**config.mk**
```make
export PLATFORM = sky130hd
export DESIGN_NAME = sdc_trig
export DESIGN_NICKNAME = d
export VERILOG_FILES = /design/src/rtl/sdc_pkg.sv /design/src/rtl/sdc_trig.sv
export SDC_FILE = /design/constraint.sdc
export NUM_CORES = 1
export LEC_CHECK = 0
export ABC_AREA = 1
export ABC_CLOCK_PERIOD_IN_PS = 3700
export BUFFER_PORTS_ARGS = -buffer_cell sky130_fd_sc_hd__buf_2
export CAP_MARGIN = 0
export CORE_ASPECT_RATIO = 0.5
export CORE_MARGIN = 2
export CORE_UTILIZATION = 50
export DETAILED_ROUTE_END_ITERATION = 16
export HOLD_SLACK_MARGIN = 0.05
export MAX_ROUTING_LAYER = met4
export PLACE_DENSITY = 0.66
export SLEW_MARGIN = 20
export SYNTH_ARGS = -nofsm -noshare
export SYNTH_HDL_FRONTEND = slang
export SYNTH_SLANG_ARGS = --single-unit
```
**constraint.sdc**
```tcl
create_clock -name i_clk -period 3.7 [get_ports i_clk]
set_clock_uncertainty 0.1 [all_clocks]
set_input_delay 0.37 -clock i_clk [delete_from_list [all_inputs] [get_ports i_clk]]
set_output_delay 0.37 -clock i_clk [all_outputs]
set_load 0.02 [all_outputs]
```
**src/rtl/sdc_pkg.sv**
```systemverilog
package sdc_pkg;

    // Register indexes on the configuration port
    localparam logic [2:0] REG_STICK_RADIUS = 3'd0;
    localparam logic [2:0] REG_STICK_DZ     = 3'd1;
    localparam logic [2:0] REG_SUB_RADIUS   = 3'd2;
    localparam logic [2:0] REG_SUB_DZ       = 3'd3;
    localparam logic [2:0] REG_TRIG_FLOOR   = 3'd4;
    localparam logic [2:0] REG_TRIG_CEIL    = 3'd5;

    // Reset values of the registers
    localparam logic [6:0] RST_STICK_RADIUS = 7'd56;
    localparam logic [6:0] RST_STICK_DZ     = 7'd15;
    localparam logic [6:0] RST_SUB_RADIUS   = 7'd44;
    localparam logic [6:0] RST_SUB_DZ       = 7'd15;
    localparam logic [7:0] RST_TRIG_FLOOR   = 8'd30;
    localparam logic [7:0] RST_TRIG_CEIL    = 8'd180;

    // Pipeline shape of one stick lane
    localparam int SQRT_STEPS = 8;
    localparam int DIV_STEPS  = 7;
    localparam int LANE_LAT   = 2 + SQRT_STEPS + DIV_STEPS;

    typedef struct packed {
        logic signed [7:0] stick_x;
        logic signed [7:0] stick_y;
        logic signed [7:0] sub_x;
        logic signed [7:0] sub_y;
        logic [7:0]        trig_left;
        logic [7:0]        trig_right;
        logic              has_error;
    } t_in;

    typedef struct packed {
        logic signed [7:0] clamped_stick_x;
        logic signed [7:0] clamped_stick_y;
        logic signed [7:0] clamped_sub_x;
        logic signed [7:0] clamped_sub_y;
        logic [7:0]        clamped_trig_left;
        logic [7:0]        clamped_trig_right;
    } t_out;

    typedef struct packed {
        logic [6:0] stick_radius;
        logic [6:0] stick_dead_zone;
        logic [6:0] sub_radius;
        logic [6:0] sub_dead_zone;
        logic [7:0] trigger_floor;
        logic [7:0] trigger_ceiling;
    } t_cfg;

endpackage

```
**src/rtl/sdc_trig.sv**
```systemverilog
module sdc_trig (
    input  logic       i_clk,
    input  logic       i_en,
    input  logic [7:0] i_v,
    input  logic [7:0] i_floor,
    input  logic [7:0] i_ceil,
    output logic [7:0] o_v
);

    logic [7:0] r_d [0:sdc_pkg::LANE_LAT-1];
    logic [7:0] lim;

    assign lim = (i_ceil < i_v) ? i_ceil : i_v;

    // floor and ceiling, then delay to match the stick lanes
    always_ff @(posedge i_clk) begin
        if (i_en) begin
            r_d[0] <= (i_v <= i_floor) ? 8'd0 : 8'(lim - i_floor);
            for (int j = 1; j < sdc_pkg::LANE_LAT; j++) r_d[j] <= r_d[j-1];
        end
    end

    assign o_v = r_d[sdc_pkg::LANE_LAT-1];

endmodule

```
==> results of run 1 <==
## final cells by class
type                       count  area [µm²]
multi-input combinational    106         694
fill                         698        3710
clock buffer                  21         440
clock inverter                 7        81.3
sequential                   136        4080
inverter                      29         109
tap                          135         169
timing repair buffer          36         190
## final timing paths
| kind | startpoint | to | depth (start not counted) |
|---|---|---|---|
| worst max register to register | r_d[0][36] | r_d[0][44] | 0 |
| worst max-delay path | i_v[7] | r_d[0][6] | 20 |
| worst min register to register | r_d[0][21] | r_d[0][29] | 0 |
| worst min-delay path | r_d[0][21] | r_d[0][29] | 0 |
## stage by stage
stage / util / hold slack (ps) / setup WS [ps] / instances
CTS: 0.609 / 304 / 1000 / 470
detailed placement: 0.554 / 305 / 570 / 442
finish: 0.609 / 308 / 910 / 470
global placement: 0.554 / 302 / 725 / 442
global route: 0.609 / 313 / 775 / 470
floorplan: - / 300 / 847 / 272
## cells in the mapped netlist (all sizes together)
cell type	instances
xnor2	1
nand3	6
inv	29
nor2	14
buf	1
o211ai	1
nor3	1
o21a	1
ha	22
o21ai	8
a211oi	1
nand4	2
nand2	28
a21oi	20
fa	1
edfxtp	136
## power breakdown
group | internal [W] | switching (W)
Sequential | 0.00182 | 0.0000228
Combinational | 0.0000724 | 0.000133
Clock | 0.000964 | 0.000523
Total | 0.00286 | 0.000679
## routing by layer
metal  track usage  vias to the layer above  share of wire
met5             -                        -              0
met4        0.0773                        0          0.023
met3        0.0580                       11          0.055
met2         0.185                       66           0.44
met1         0.161                     1082           0.48
li1              -                     1115              -
## cell families (layout without fill, tap and decap cells)
group,after synthesis,after routing,share of synthesized area
DFF,136,136,0.834
AOI/OAI and AO/OA,31,31,0.0358
and+or+nand+nor,51,51,0.0440
adders and majority gates,23,23,0.0603
buffers and inverters,30,93,0.0238
xor gates and xnor gates,1,1,0.00179
==> results by group, run 1 <==
Global routing
  – Global-route wire length before repair: 9830 µm
  – GRT Residual Overflow: 0
  – Vias in the first global route: 2222
  – Pin count of the biggest net entering global routing: 79
  – Initial antenna violation count: 0
  – GRT Util Overall: 0.132

Worst setup path
  – CP most frequent cell: nand2_1
  – Worst Path Required: 3740 ps
  – Cell family with most CP delay: adder cells
  – Worst path slowest cell: fa_1
  – Critical path buffers and inverters: 4
  – Slowest stage delay, CP: 370 ps
  – Startpoint types: input port
  – R2R setup slack: 2960 ps
  – Critical path peak fanout: 16
  – CP Cell Sequence: buf_2 -> inv_1 -> ha_1 -> nand2_1 -> inv_1 -> nor2_1 -> o21a_2 -> nand2_4 -> nand2_1 -> o21ai_0 -> ha_1 -> fa_1 -> inv_1 -> nand3_1 -> nand2_1 -> nand2_1 -> nand2_1 -> a21oi_1 -> o21ai_0 -> a21oi_1
  – Critical path capture point type: flop
  – Crit path kind: in -> reg
  – Critical path arrival: 2830 ps

Status
  – Outcome: finished, final reports clean

Clocking
  – H-tree Lvls: 4
  – Cts hold-fix bufs: 0
  – Postcts setup bufs: 0
  – Post-CTS resize count: 0
  – Clock sink count: 136
  – CTS Buffer Depth: 2
  – Clk_lat worst skew: 400 ps
  – Num CTS Buffers: 17
  – CTS tree: yes
  – Clock tree root buffer cell: clkbuf_16
  – Clock Pin Slew Worst Setup and Hold Paths: 50 ps

STA
  – Slew Limit Fails: 0
  – Tmin final: 2790 ps
  – Slew @ Worst Pin: 915 ps
  – Tcrit/Tclk final: 0.754
  – Endpoints failing setup: 0
  – RSZ-0062 raised after global routing: no
  – Relative slew slack: 0.390
  – Final-report hold violation count: 0
  – Setup_tns: 0 ps
  – Fmax: 358 MHz

Logic synthesis
  – Area leader, netlist: edfxtp_1
  – #FFs+latches synth: 136
  – Synth top area share: 0.834
  – Synth cell types: 20
  – Synthesized instance count: 272
  – Synth Area per Inst: 18.0 µm²
  – Synth warnings: 0
  – Syn nets: 321
  – Sequential cell area fraction in the yosys report: 0.834
  – Largest cells by area after synthesis: edfxtp_1, ha_1, inv_1
  – Synth Cell Area: 4890 µm²

Final layout
  – Final nets: 375
  – Area Growth Syn to Fin: 17.8%
  – Commonest non-fill, non-tap cell in the layout: edfxtp_1
  – Final instance area: 5770 µm²
  – Max reg flops: 136
  – Ant diodes: 0
  – Top Registers: r_d x136
  – Top reg by flops: r_d
  – Most frequent cells in the layout: edfxtp_1, buf_2, inv_1
  – Layout cells sized above 1: 0.188

Placement
  – PortBufs: 33
  – Dpl hpwl: 3580 µm
  – Cell Area, Placed: 5250 µm²
  – Final GP Congestion: 0.799

Route
  – Post-Route WL: 5900 µm
  – Iter 0 DRT Violations: 209
  – Antenna viol nets, final: 0
  – Via count: 2274
  – Vias/cell: 4.84
  – DRC errors left: 0
  – DR pass1 iterations: 4
  – DR WL/cell: 12.6 µm

Floorplanning
  – Starting Density: 0.516
  – Core area: 9480 µm²
  – Die ar.: 10600 µm²
  – Die Y: 74.0 µm
  – Die width: 144 µm
  – I/O pin count: 34
  – Std-Cell Rows: 25

Power and ir drop
  – Total power: 0.00354 W
  – Leak: 2.23 nW
  – PwrDens: 613 nW/µm²
  – Peak supply drop: 0.000348 V

Job
  – Max Cap Viol: 0

Min path
  – Worst hold path type: reg -> reg
Note: power is estimated with default switching activity, not from simulation.
==> run 2: changes to the inputs <==
--- a/config.mk
+++ b/config.mk
@@ -6,7 +6,7 @@
 export NUM_CORES = 1
 export LEC_CHECK = 0
 export ABC_AREA = 1
-export ABC_CLOCK_PERIOD_IN_PS = 3700
+export ABC_CLOCK_PERIOD_IN_PS = 2740
 export BUFFER_PORTS_ARGS = -buffer_cell sky130_fd_sc_hd__buf_2
 export CAP_MARGIN = 0
 export CORE_ASPECT_RATIO = 0.5
==> constraint.sdc (replaced) <==
create_clock -name i_clk -period 2.74 [get_ports i_clk]
set_clock_uncertainty 0.1 [all_clocks]
set_input_delay 0.274 -clock i_clk [delete_from_list [all_inputs] [get_ports i_clk]]
set_output_delay 0.274 -clock i_clk [all_outputs]
set_load 0.02 [all_outputs]
==> run 2 against run 1 <==
Effect of this change: register-to-register slack worse by 960 ps; core utilization is 1.4 points higher; design area is 2.2% higher; sequential power is 35% higher.
==> results by group, run 2 (same netlist as run 1, synthesis figures left out) <==
Worst setup path
  – Crit path kind: in -> reg
  – Critical path arrival: 2540 ps
  – Critical path capture point type: flop
  – Startpoint types: input port
  – Critical path peak fanout: 7
  – Worst Path Required: 2800 ps

Floorplanning
  – Die Y: 74.0 µm
  – Std-Cell Rows: 25
  – Die width: 144 µm
  – Core area: 9480 µm²
  – I/O pin count: 34
  – Die ar.: 10600 µm²
  – Starting Density: 0.516

Route
  – Via count: 2317
  – Iter 0 DRT Violations: 218
  – Post-Route WL: 6290 µm
  – Antenna viol nets, final: 0
  – Vias/cell: 4.80
  – DR pass1 iterations: 4
  – DR WL/cell: 13.0 µm
  – DRC errors left: 0

Global routing
  – GRT Residual Overflow: 0
  – Pin count of the biggest net entering global routing: 50
  – Global-route wire length before repair: 10600 µm
  – GRT Util Overall: 0.143
  – Vias in the first global route: 2460
  – Initial antenna violation count: 0

STA
  – Fmax: 405 MHz
  – Final-report hold violation count: 0
  – Tmin final: 2470 ps
  – Slew Limit Fails: 0
  – Tcrit/Tclk final: 0.902
  – Slew @ Worst Pin: 546 ps
  – Endpoints failing setup: 0
  – RSZ-0062 raised after global routing: no
  – Relative slew slack: 0.636
  – Setup_tns: 0 ps
  – Setup ws final: 269 ps

Placement
  – Dpl hpwl: 3910 µm
  – Worst slack, placed: -143 ps
  – Final GP Congestion: 0.929
  – PortBufs: 33

Status
  – Outcome: finished, final reports clean

Final layout
  – Top Registers: r_d x136
  – Most frequent cells in the layout: edfxtp_1, buf_2, inv_1
  – Ant diodes: 0
  – Max reg flops: 136
  – Top reg by flops: r_d
  – Number of fill cells: 683
  – Final nets: 384
  – Commonest non-fill, non-tap cell in the layout: edfxtp_1
  – Layout cells sized above 1: 0.239
  – Area Growth Syn to Fin: 20.5%

Clocking
  – Postcts setup bufs: 0
  – Num CTS Buffers: 17
  – Cts hold-fix bufs: 0
  – Clk_lat worst skew: 410 ps
  – H-tree Lvls: 4
  – Clock sink count: 136
  – Post-CTS resize count: 0
  – Clock Pin Slew Worst Setup and Hold Paths: 60 ps
  – CTS Buffer Depth: 2
  – Clock tree root buffer cell: clkbuf_16
  – CTS tree: yes

Power and ir drop
  – Peak supply drop: 0.000414 V
  – PwrDens: 824 nW/µm²
  – Leak: 2.28 nW

Job
  – Max Cap Viol: 0

Min path
  – Worst hold path type: in -> reg
[run 2: cell types whose count changed in the layout (fill, tap and decap cells not counted), sizes merged]
cell and change:
clkinvlp +5, clkbuf -4, bufinv -1, inv +2, buf +9, clkinv +2
[run 2: worst paths after layout]
path | startpoint | end | slack (ps) | cells after the start
max | i_v[3] | r_d[0][6] | 270 | 20
min | i_floor[1] | r_d[0][1] | 230 | 3
min reg2reg | r_d[0][12] | r_d[0][20] | 320 | 0
max reg2reg | r_d[0][90] | r_d[0][98] | 2000 | 0
[run 2: power by group]
part | switching [W] | total (W) | internal (W)
registers | 0.0000322 | 0.00249 | 0.00246
clock network | 0.000823 | 0.00207 | 0.00124
logic | 0.000184 | 0.000304 | 0.000120
[run 2: layer usage]
metal  wire length [µm]  global-route usage  vias to the layer above
li1                   -                   -                     1134
met4                201              0.0948                        0
met5                  0                   -                        -
met3                252              0.0644                       15
met1               3020               0.156                     1107
met2               2810               0.215                       61
[run 2: per-stage QoR]
step                      total power [W]  instance area, µm²   util  hold WS, ps  std cells
after detailed placement          0.00284                5340  0.564          305        451
after CTS                         0.00493                5900  0.622          215        483
final                             0.00486                5900  0.622          234        483
after global placement            0.00282                5340  0.564          303        451
after global routing              0.00507                5900  0.622          223        483
after floorplan                   0.00269                4900      -          286        272
[run 2: critical path: stages]
cell     delay (ps)
buf_2           100
inv_1            50
ha_1            300
nand2_1          80
inv_1            40
nand2_1          60
nand2_1          70
nand2_2          90
nand2_4          70
o21ai_0         230
inv_1            90
fa_1            390
inv_1            90
nand3_1          70
nand2_1         110
nand2_1          60
nand2_1          50
a21oi_1          70
o21ai_0         160
a21oi_1          50
[run 2: layout make-up]
cell class | instances | area (µm²) | share of cell area
Clock inverter | 15 | 130 | 0.0221
Clock buffer | 17 | 425 | 0.0721
Inverter | 29 | 109 | 0.0185
Tap cell | 135 | 169 | 0.0286
Timing Repair Buffer | 45 | 283 | 0.0480
Sequential cell | 136 | 4080 | 0.693
Multi-Input combinational cell | 106 | 697 | 0.118
