File: config.mk
export PLATFORM = sky130hd
export DESIGN_NAME = sdc_pair
export DESIGN_NICKNAME = d
export VERILOG_FILES = /design/src/rtl/sdc_pkg.sv /design/src/rtl/sdc_pair.sv
export SDC_FILE = /design/constraint.sdc
export NUM_CORES = 2
export LEC_CHECK = 0
export ABC_AREA = 1
export BUFFER_PORTS_ARGS = -buffer_cell sky130_fd_sc_hd__buf_2
export CAP_MARGIN = 20
export CELL_PAD_IN_SITES_DETAIL_PLACEMENT = 1
export CELL_PAD_IN_SITES_GLOBAL_PLACEMENT = 1
export CORE_AREA = 5 5 466 468
export CTS_CLUSTER_DIAMETER = 30
export DETAILED_ROUTE_END_ITERATION = 12
export DIE_AREA = 0 0 471 473
export PLACE_DENSITY_LB_ADDON = 0.1
export REMOVE_ABC_BUFFERS = 1
export SYNTH_ARGS = -nofsm -noshare
export SYNTH_HDL_FRONTEND = slang
export SYNTH_SLANG_ARGS = --single-unit
export TNS_END_PERCENT = 20
File: constraint.sdc
create_clock -name i_clk -period 17.1 [get_ports i_clk]
set_input_delay 2.565 -clock i_clk [delete_from_list [all_inputs] [get_ports i_clk]]
set_output_delay 2.565 -clock i_clk [all_outputs]
set_load 0.01 [all_outputs]
File: src/rtl/sdc_pkg.sv
package sdc_pkg;

    // Register indexes on the configuration port
    localparam logic [2:0] REG_STICK_RADIUS = 3'd0;
    localparam logic [2:0] REG_STICK_DZ     = 3'd1;
    localparam logic [2:0] REG_SUB_RADIUS   = 3'd2;
    localparam logic [2:0] REG_SUB_DZ       = 3'd3;
    localparam logic [2:0] REG_TRIG_FLOOR   = 3'd4;
    localparam logic [2:0] REG_TRIG_CEIL    = 3'd5;

    // Reset values of the registers
    localparam logic [6:0] RST_STICK_RADIUS = 7'd56;
    localparam logic [6:0] RST_STICK_DZ     = 7'd15;
    localparam logic [6:0] RST_SUB_RADIUS   = 7'd44;
    localparam logic [6:0] RST_SUB_DZ       = 7'd15;
    localparam logic [7:0] RST_TRIG_FLOOR   = 8'd30;
    localparam logic [7:0] RST_TRIG_CEIL    = 8'd180;

    // Pipeline shape of one stick lane
    localparam int SQRT_STEPS = 8;
    localparam int DIV_STEPS  = 7;
    localparam int LANE_LAT   = 2 + SQRT_STEPS + DIV_STEPS;

    typedef struct packed {
        logic signed [7:0] stick_x;
        logic signed [7:0] stick_y;
        logic signed [7:0] sub_x;
        logic signed [7:0] sub_y;
        logic [7:0]        trig_left;
        logic [7:0]        trig_right;
        logic              has_error;
    } t_in;

    typedef struct packed {
        logic signed [7:0] clamped_stick_x;
        logic signed [7:0] clamped_stick_y;
        logic signed [7:0] clamped_sub_x;
        logic signed [7:0] clamped_sub_y;
        logic [7:0]        clamped_trig_left;
        logic [7:0]        clamped_trig_right;
    } t_out;

    typedef struct packed {
        logic [6:0] stick_radius;
        logic [6:0] stick_dead_zone;
        logic [6:0] sub_radius;
        logic [6:0] sub_dead_zone;
        logic [7:0] trigger_floor;
        logic [7:0] trigger_ceiling;
    } t_cfg;

endpackage

File: src/rtl/sdc_pair.sv
module sdc_pair (
    input  logic              i_clk,
    input  logic              i_en,
    input  logic signed [7:0] i_x,
    input  logic signed [7:0] i_y,
    input  logic [6:0]        i_radius,
    input  logic [6:0]        i_dz,
    output logic signed [7:0] o_x,
    output logic signed [7:0] o_y
);

    localparam int NS = sdc_pkg::LANE_LAT - 1;

    typedef struct packed {
        logic signed [7:0] x;
        logic signed [7:0] y;
        logic [14:0]       px;
        logic [14:0]       py;
        logic              clamp;
    } t_carry;

    // stage A: dead zone removed
    logic signed [7:0] r_dx, r_dy;
    // per-stage carried data, stage 0 is the product stage
    t_carry     r_c    [0:NS-1];
    logic [15:0] r_rem [0:sdc_pkg::SQRT_STEPS];
    logic [7:0]  r_root[0:sdc_pkg::SQRT_STEPS];
    logic [14:0] r_qx_rem [1:sdc_pkg::DIV_STEPS];
    logic [14:0] r_qy_rem [1:sdc_pkg::DIV_STEPS];
    logic [6:0]  r_qx [1:sdc_pkg::DIV_STEPS];
    logic [6:0]  r_qy [1:sdc_pkg::DIV_STEPS];
    logic [7:0]  r_len[1:sdc_pkg::DIV_STEPS];

    function automatic logic signed [7:0] dead_zone(logic signed [7:0] a, logic [6:0] dz);
        logic signed [8:0] a9;
        logic signed [8:0] d9;
        logic signed [8:0] r9;
        a9 = {a[7], a};
        d9 = {2'b00, dz};
        if ((a9 > -d9) && (a9 < d9)) r9 = '0;
        else if (a9 > 0)             r9 = a9 - d9;
        else                         r9 = a9 + d9;
        return r9[7:0];
    endfunction

    function automatic logic [7:0] mag8(logic signed [7:0] a);
        return a[7] ? 8'(-{a[7], a}) : 8'(a);
    endfunction

    // remove dead zone
    always_ff @(posedge i_clk) begin
        if (i_en) begin
            r_dx <= dead_zone(i_x, i_dz);
            r_dy <= dead_zone(i_y, i_dz);
        end
    end

    // squared length, scaled magnitudes and the clamp decision
    logic [7:0]  ax, ay;
    logic [15:0] n_mag;
    assign ax    = mag8(r_dx);
    assign ay    = mag8(r_dy);
    assign n_mag = 16'(ax * ax) + 16'(ay * ay);

    always_ff @(posedge i_clk) begin
        if (i_en) begin
            r_c[0].x     <= r_dx;
            r_c[0].y     <= r_dy;
            r_c[0].px    <= 15'(ax * i_radius);
            r_c[0].py    <= 15'(ay * i_radius);
            r_c[0].clamp <= (16'(i_radius * i_radius) < n_mag);
            r_rem[0]     <= n_mag;
            r_root[0]    <= '0;
        end
    end

    // carry side data down the lane
    genvar k;
    generate
        for (k = 1; k < NS; k++) begin : g_carry
            always_ff @(posedge i_clk) begin
                if (i_en) r_c[k] <= r_c[k-1];
            end
        end

        // floor square root, one result bit per stage
        for (k = 0; k < sdc_pkg::SQRT_STEPS; k++) begin : g_sqrt
            localparam int B = sdc_pkg::SQRT_STEPS - 1 - k;
            logic [16:0] t;
            assign t = (17'(r_root[k]) << (B + 1)) + (17'd1 << (2 * B));
            always_ff @(posedge i_clk) begin
                if (i_en) begin
                    if (17'(r_rem[k]) >= t) begin
                        r_rem[k+1]  <= 16'(17'(r_rem[k]) - t);
                        r_root[k+1] <= r_root[k] | (8'd1 << B);
                    end else begin
                        r_rem[k+1]  <= r_rem[k];
                        r_root[k+1] <= r_root[k];
                    end
                end
            end
        end
    endgenerate

    // restoring divide by the length, both axes side by side
    generate
        for (k = 0; k < sdc_pkg::DIV_STEPS; k++) begin : g_div
            localparam int B = sdc_pkg::DIV_STEPS - 1 - k;
            logic [14:0] rx, ry;
            logic [6:0]  qxi, qyi;
            logic [7:0]  len;
            logic [14:0] d;
            if (k == 0) begin : g_head
                // take the scaled magnitudes and the root, never divide by zero
                assign rx  = r_c[sdc_pkg::SQRT_STEPS].px;
                assign ry  = r_c[sdc_pkg::SQRT_STEPS].py;
                assign qxi = '0;
                assign qyi = '0;
                assign len = (r_root[sdc_pkg::SQRT_STEPS] == '0) ? 8'd1
                                                                : r_root[sdc_pkg::SQRT_STEPS];
            end else begin : g_body
                assign rx  = r_qx_rem[k];
                assign ry  = r_qy_rem[k];
                assign qxi = r_qx[k];
                assign qyi = r_qy[k];
                assign len = r_len[k];
            end
            assign d = 15'(len) << B;
            always_ff @(posedge i_clk) begin
                if (i_en) begin
                    r_len[k+1] <= len;
                    if (rx >= d) begin
                        r_qx_rem[k+1] <= rx - d;
                        r_qx[k+1]     <= qxi | (7'd1 << B);
                    end else begin
                        r_qx_rem[k+1] <= rx;
                        r_qx[k+1]     <= qxi;
                    end
                    if (ry >= d) begin
                        r_qy_rem[k+1] <= ry - d;
                        r_qy[k+1]     <= qyi | (7'd1 << B);
                    end else begin
                        r_qy_rem[k+1] <= ry;
                        r_qy[k+1]     <= qyi;
                    end
                end
            end
        end
    endgenerate

    // apply sign, or keep the dead-zoned pair when inside the circle
    t_carry fc;
    logic [6:0] qx, qy;
    assign fc = r_c[NS-1];
    assign qx = r_qx[sdc_pkg::DIV_STEPS];
    assign qy = r_qy[sdc_pkg::DIV_STEPS];
    assign o_x = !fc.clamp ? fc.x : (fc.x[7] ? -$signed({1'b0, qx}) : $signed({1'b0, qx}));
    assign o_y = !fc.clamp ? fc.y : (fc.y[7] ? -$signed({1'b0, qy}) : $signed({1'b0, qy}));

endmodule

==> impl_metrics.env <==
export IMPL_io_pins=48
export IMPL_die_x_um=471
export IMPL_finalHoldViolations=0
export IMPL_cts_resized=0
export IMPL_start_kind="flip-flop"
export IMPL_critPathRequiredTime_ns=17.69
export IMPL_min_from="r_c[0][154]$_DFFE_PP_"
export IMPL_r2r_start="r_dx[0]$_SDFFCE_PP0P_"
export IMPL_maxCapViolCount=0
export IMPL_cp_buffers_inverters=2
export IMPL_fin_cells=8085
export IMPL_crit_start="r_dx[0]$_SDFFCE_PP0P_"
export IMPL_rsz0062_at_grt="false"
export IMPL_die_h_um=473
export IMPL_wl_per_cell_um=16.7
export IMPL_slowest_stage="edfxtp_1"
export IMPL_finalCritPeriodShare_pct=44.7
export IMPL_synth_edff_count=1006
export IMPL_setup_viol=0
export IMPL_worst_setup_path_end_kind="flip-flop"
export IMPL_fp_dieArea_um2=223000
export IMPL_vdd_drop_max_v=0.000322
export IMPL_synth_cell_types=58
export IMPL_synth_area_leader_cell="edfxtp_1"
export IMPL_antenna_left=0
export IMPL_wirelength_mm=135
export IMPL_slowest_delay_ns=0.61
export IMPL_worst_pin_slew_ns=1.03
export IMPL_clock_sinks=1006
export IMPL_ys_ff_latch=1006
export IMPL_hold_class="reg -> reg"
export IMPL_synth_warnings=0
export IMPL_grt_max_degree=174
export IMPL_grt_overflow=0
export IMPL_synth_common_cells="1030 x nand2_1, 1006 x edfxtp_1, 738 x inv_1, 357 x ha_1, 330 x nor2_1"
export IMPL_outcome="complete, no violations"
export IMPL_antenna_found_initial=3
export IMPL_relSlewSlack_pct=31.3
export IMPL_max_freq_mhz=131
export IMPL_routabilityCongestion=0.795
export IMPL_clock_skew_final_ns=0.0764
export IMPL_clock_root_buffer="clkbuf_16"
export IMPL_p_leak_nw=28.0
export IMPL_ys_seq_area_share_pct=57.2
export IMPL_yosysMostFrequentCell="nand2_1"
export IMPL_synth_ff_type="edfxtp_1"
export IMPL_cts_buffer_depth=4
export IMPL_cts_tree="built"
export IMPL_avgSynthCellArea_um2=11.0
export IMPL_postCtsHoldBufs=0
export IMPL_drc=0
export IMPL_area_growth_syn_to_layout_pct=23.4
export IMPL_h_tree_depth=5
export IMPL_initial_core_util_pct=24.8
export IMPL_syn_inst=4788
export IMPL_synthesis_area_um2=52800
export IMPL_firstDrtPassIters=5
export IMPL_fin_setup_tns_ns=0
export IMPL_dp_hpwl_mm=103
export IMPL_crit_arrival_ns=8.23
export IMPL_cpLargestDelayFamily="adder cells"
export IMPL_synth_area_leaders="edfxtp_1 57%, ha_1 8.5%, nand2_1 7.3%"
export IMPL_cp_common_cell="nand2_1"
export IMPL_grt_pass1_vias=36800
export IMPL_drive_gt1_share_pct=9.66
export IMPL_grtUsageTotal_pct=12.2
export IMPL_clk_latency_ns=0.88
export IMPL_cts_made_buffers=281
export IMPL_rows=170
export IMPL_postCtsSetupBuffers=0
export IMPL_cts_clk_slew_worst_paths_ns=0.05
export IMPL_dp_cells=7611
export IMPL_vias=33400
export IMPL_synth_top_area_share_pct=57.2
export IMPL_drt_initial_drc_count=1264
export IMPL_synthArstFlopShare_pct=0
export IMPL_path_class="reg -> reg"
export IMPL_via_per_inst=4.13
export IMPL_nets=5608
export IMPL_period_needed_ns=7.64
export IMPL_core_um2=213000
export IMPL_critPathMaxFanout=12
export IMPL_cellPowerDensity_nw_per_um2=199
export IMPL_grt_pass1_wl_mm=213
export IMPL_finalMaxSlewViolations=0
export IMPL_portBuffers=47
[final timing paths]
path	end	slack, ns	depth (start not counted)
hold / removal	r_c[0][201]$_DFFE_PP_	0.37	0
hold reg to reg	r_c[0][201]$_DFFE_PP_	0.37	0
setup / recovery	r_c[0][0]$_DFFE_PP_	9.46	28
setup reg to reg	r_c[0][0]$_DFFE_PP_	9.46	28
[flip-flops by register name, indices dropped and copies added (netlist names)]
name and count:
r_rem 128, r_qy_rem 90, r_c 542, r_qx_rem 90, r_dy 8, r_qx 28
r_root 36, r_len 48, r_dx 8, r_qy 28
[metrics by stage]
stage | power, mW | worst slack, ns | instance area (um2) | util (%) | hold WS [ns]
2_1_floorplan | 6.79 | 10.38 | 52500 | - | 0.400
3_3_place_gp | 8.30 | 9.57 | 56400 | 26.5 | 0.400
3_5_place_dp | 8.34 | 9.43 | 56400 | 26.5 | 0.405
4_1_cts | 13.3 | 9.41 | 65200 | 30.6 | 0.369
5_1_grt | 14.1 | 8.90 | 65200 | 30.6 | 0.378
6_report | 13.0 | 9.46 | 65200 | 30.6 | 0.373
[metal layers]
metal / part of all wire (%) / GRT usage, % / vias to the layer above
li1: - / - / 16700
met1: 44 / 15.1 / 16100
met2: 50 / 21.4 / 423
met3: 3.3 / 2.59 / 204
met4: 2.3 / 3.81 / 0
met5: 0 / 0 / -
[cell usage in the layout (no fill, tap or decap), types with 48 or more instances in the layout]
master,synthesis,layout
xor2_1,129,129
a21oi_1,165,165
fa_1,163,163
clkbuf_16,0,287
edfxtp_1,1006,1006
ha_1,357,357
nor2_1,330,330
nand4_1,73,73
nand3_1,253,253
o21ai_0,154,154
clkinv_2,0,48
clkinv_1,4,59
nand2_1,1030,1030
nor3_1,65,65
inv_1,738,738
[power breakdown]
group,switching (mW),leakage [nW],internal [mW],total (mW)
sequential,0.175,9.72,3.29,3.46
clock,1.41,4.31,3.40,4.82
combinational,3.00,13.9,1.70,4.70
[kinds of logic after synthesis]
family | after synthesis | synth area share [%]
simple gates | 1841 | 14.9
flops | 1006 | 57.2
buf+inv | 834 | 6.12
fa+ha+maj | 520 | 14.6
compound gates | 410 | 4.24
xor+xnor | 174 | 2.88
other cells | 2 | 0.0142
mux | 1 | 0.0189
[cell type report]
type / count / area [um2]
Sequential cell: 1006 / 30200
Inverter: 748 / 2810
Antenna cell: 1 / 2.50
Fill cell: 23600 / 148000
Tap cell: 2838 / 3550
Clock inverter: 155 / 1520
Timing Repair Buffer: 61 / 375
Multi-Input combinational cell: 2958 / 19400
Clock buffer: 318 / 7300
(Power assumes the default switching activity.)
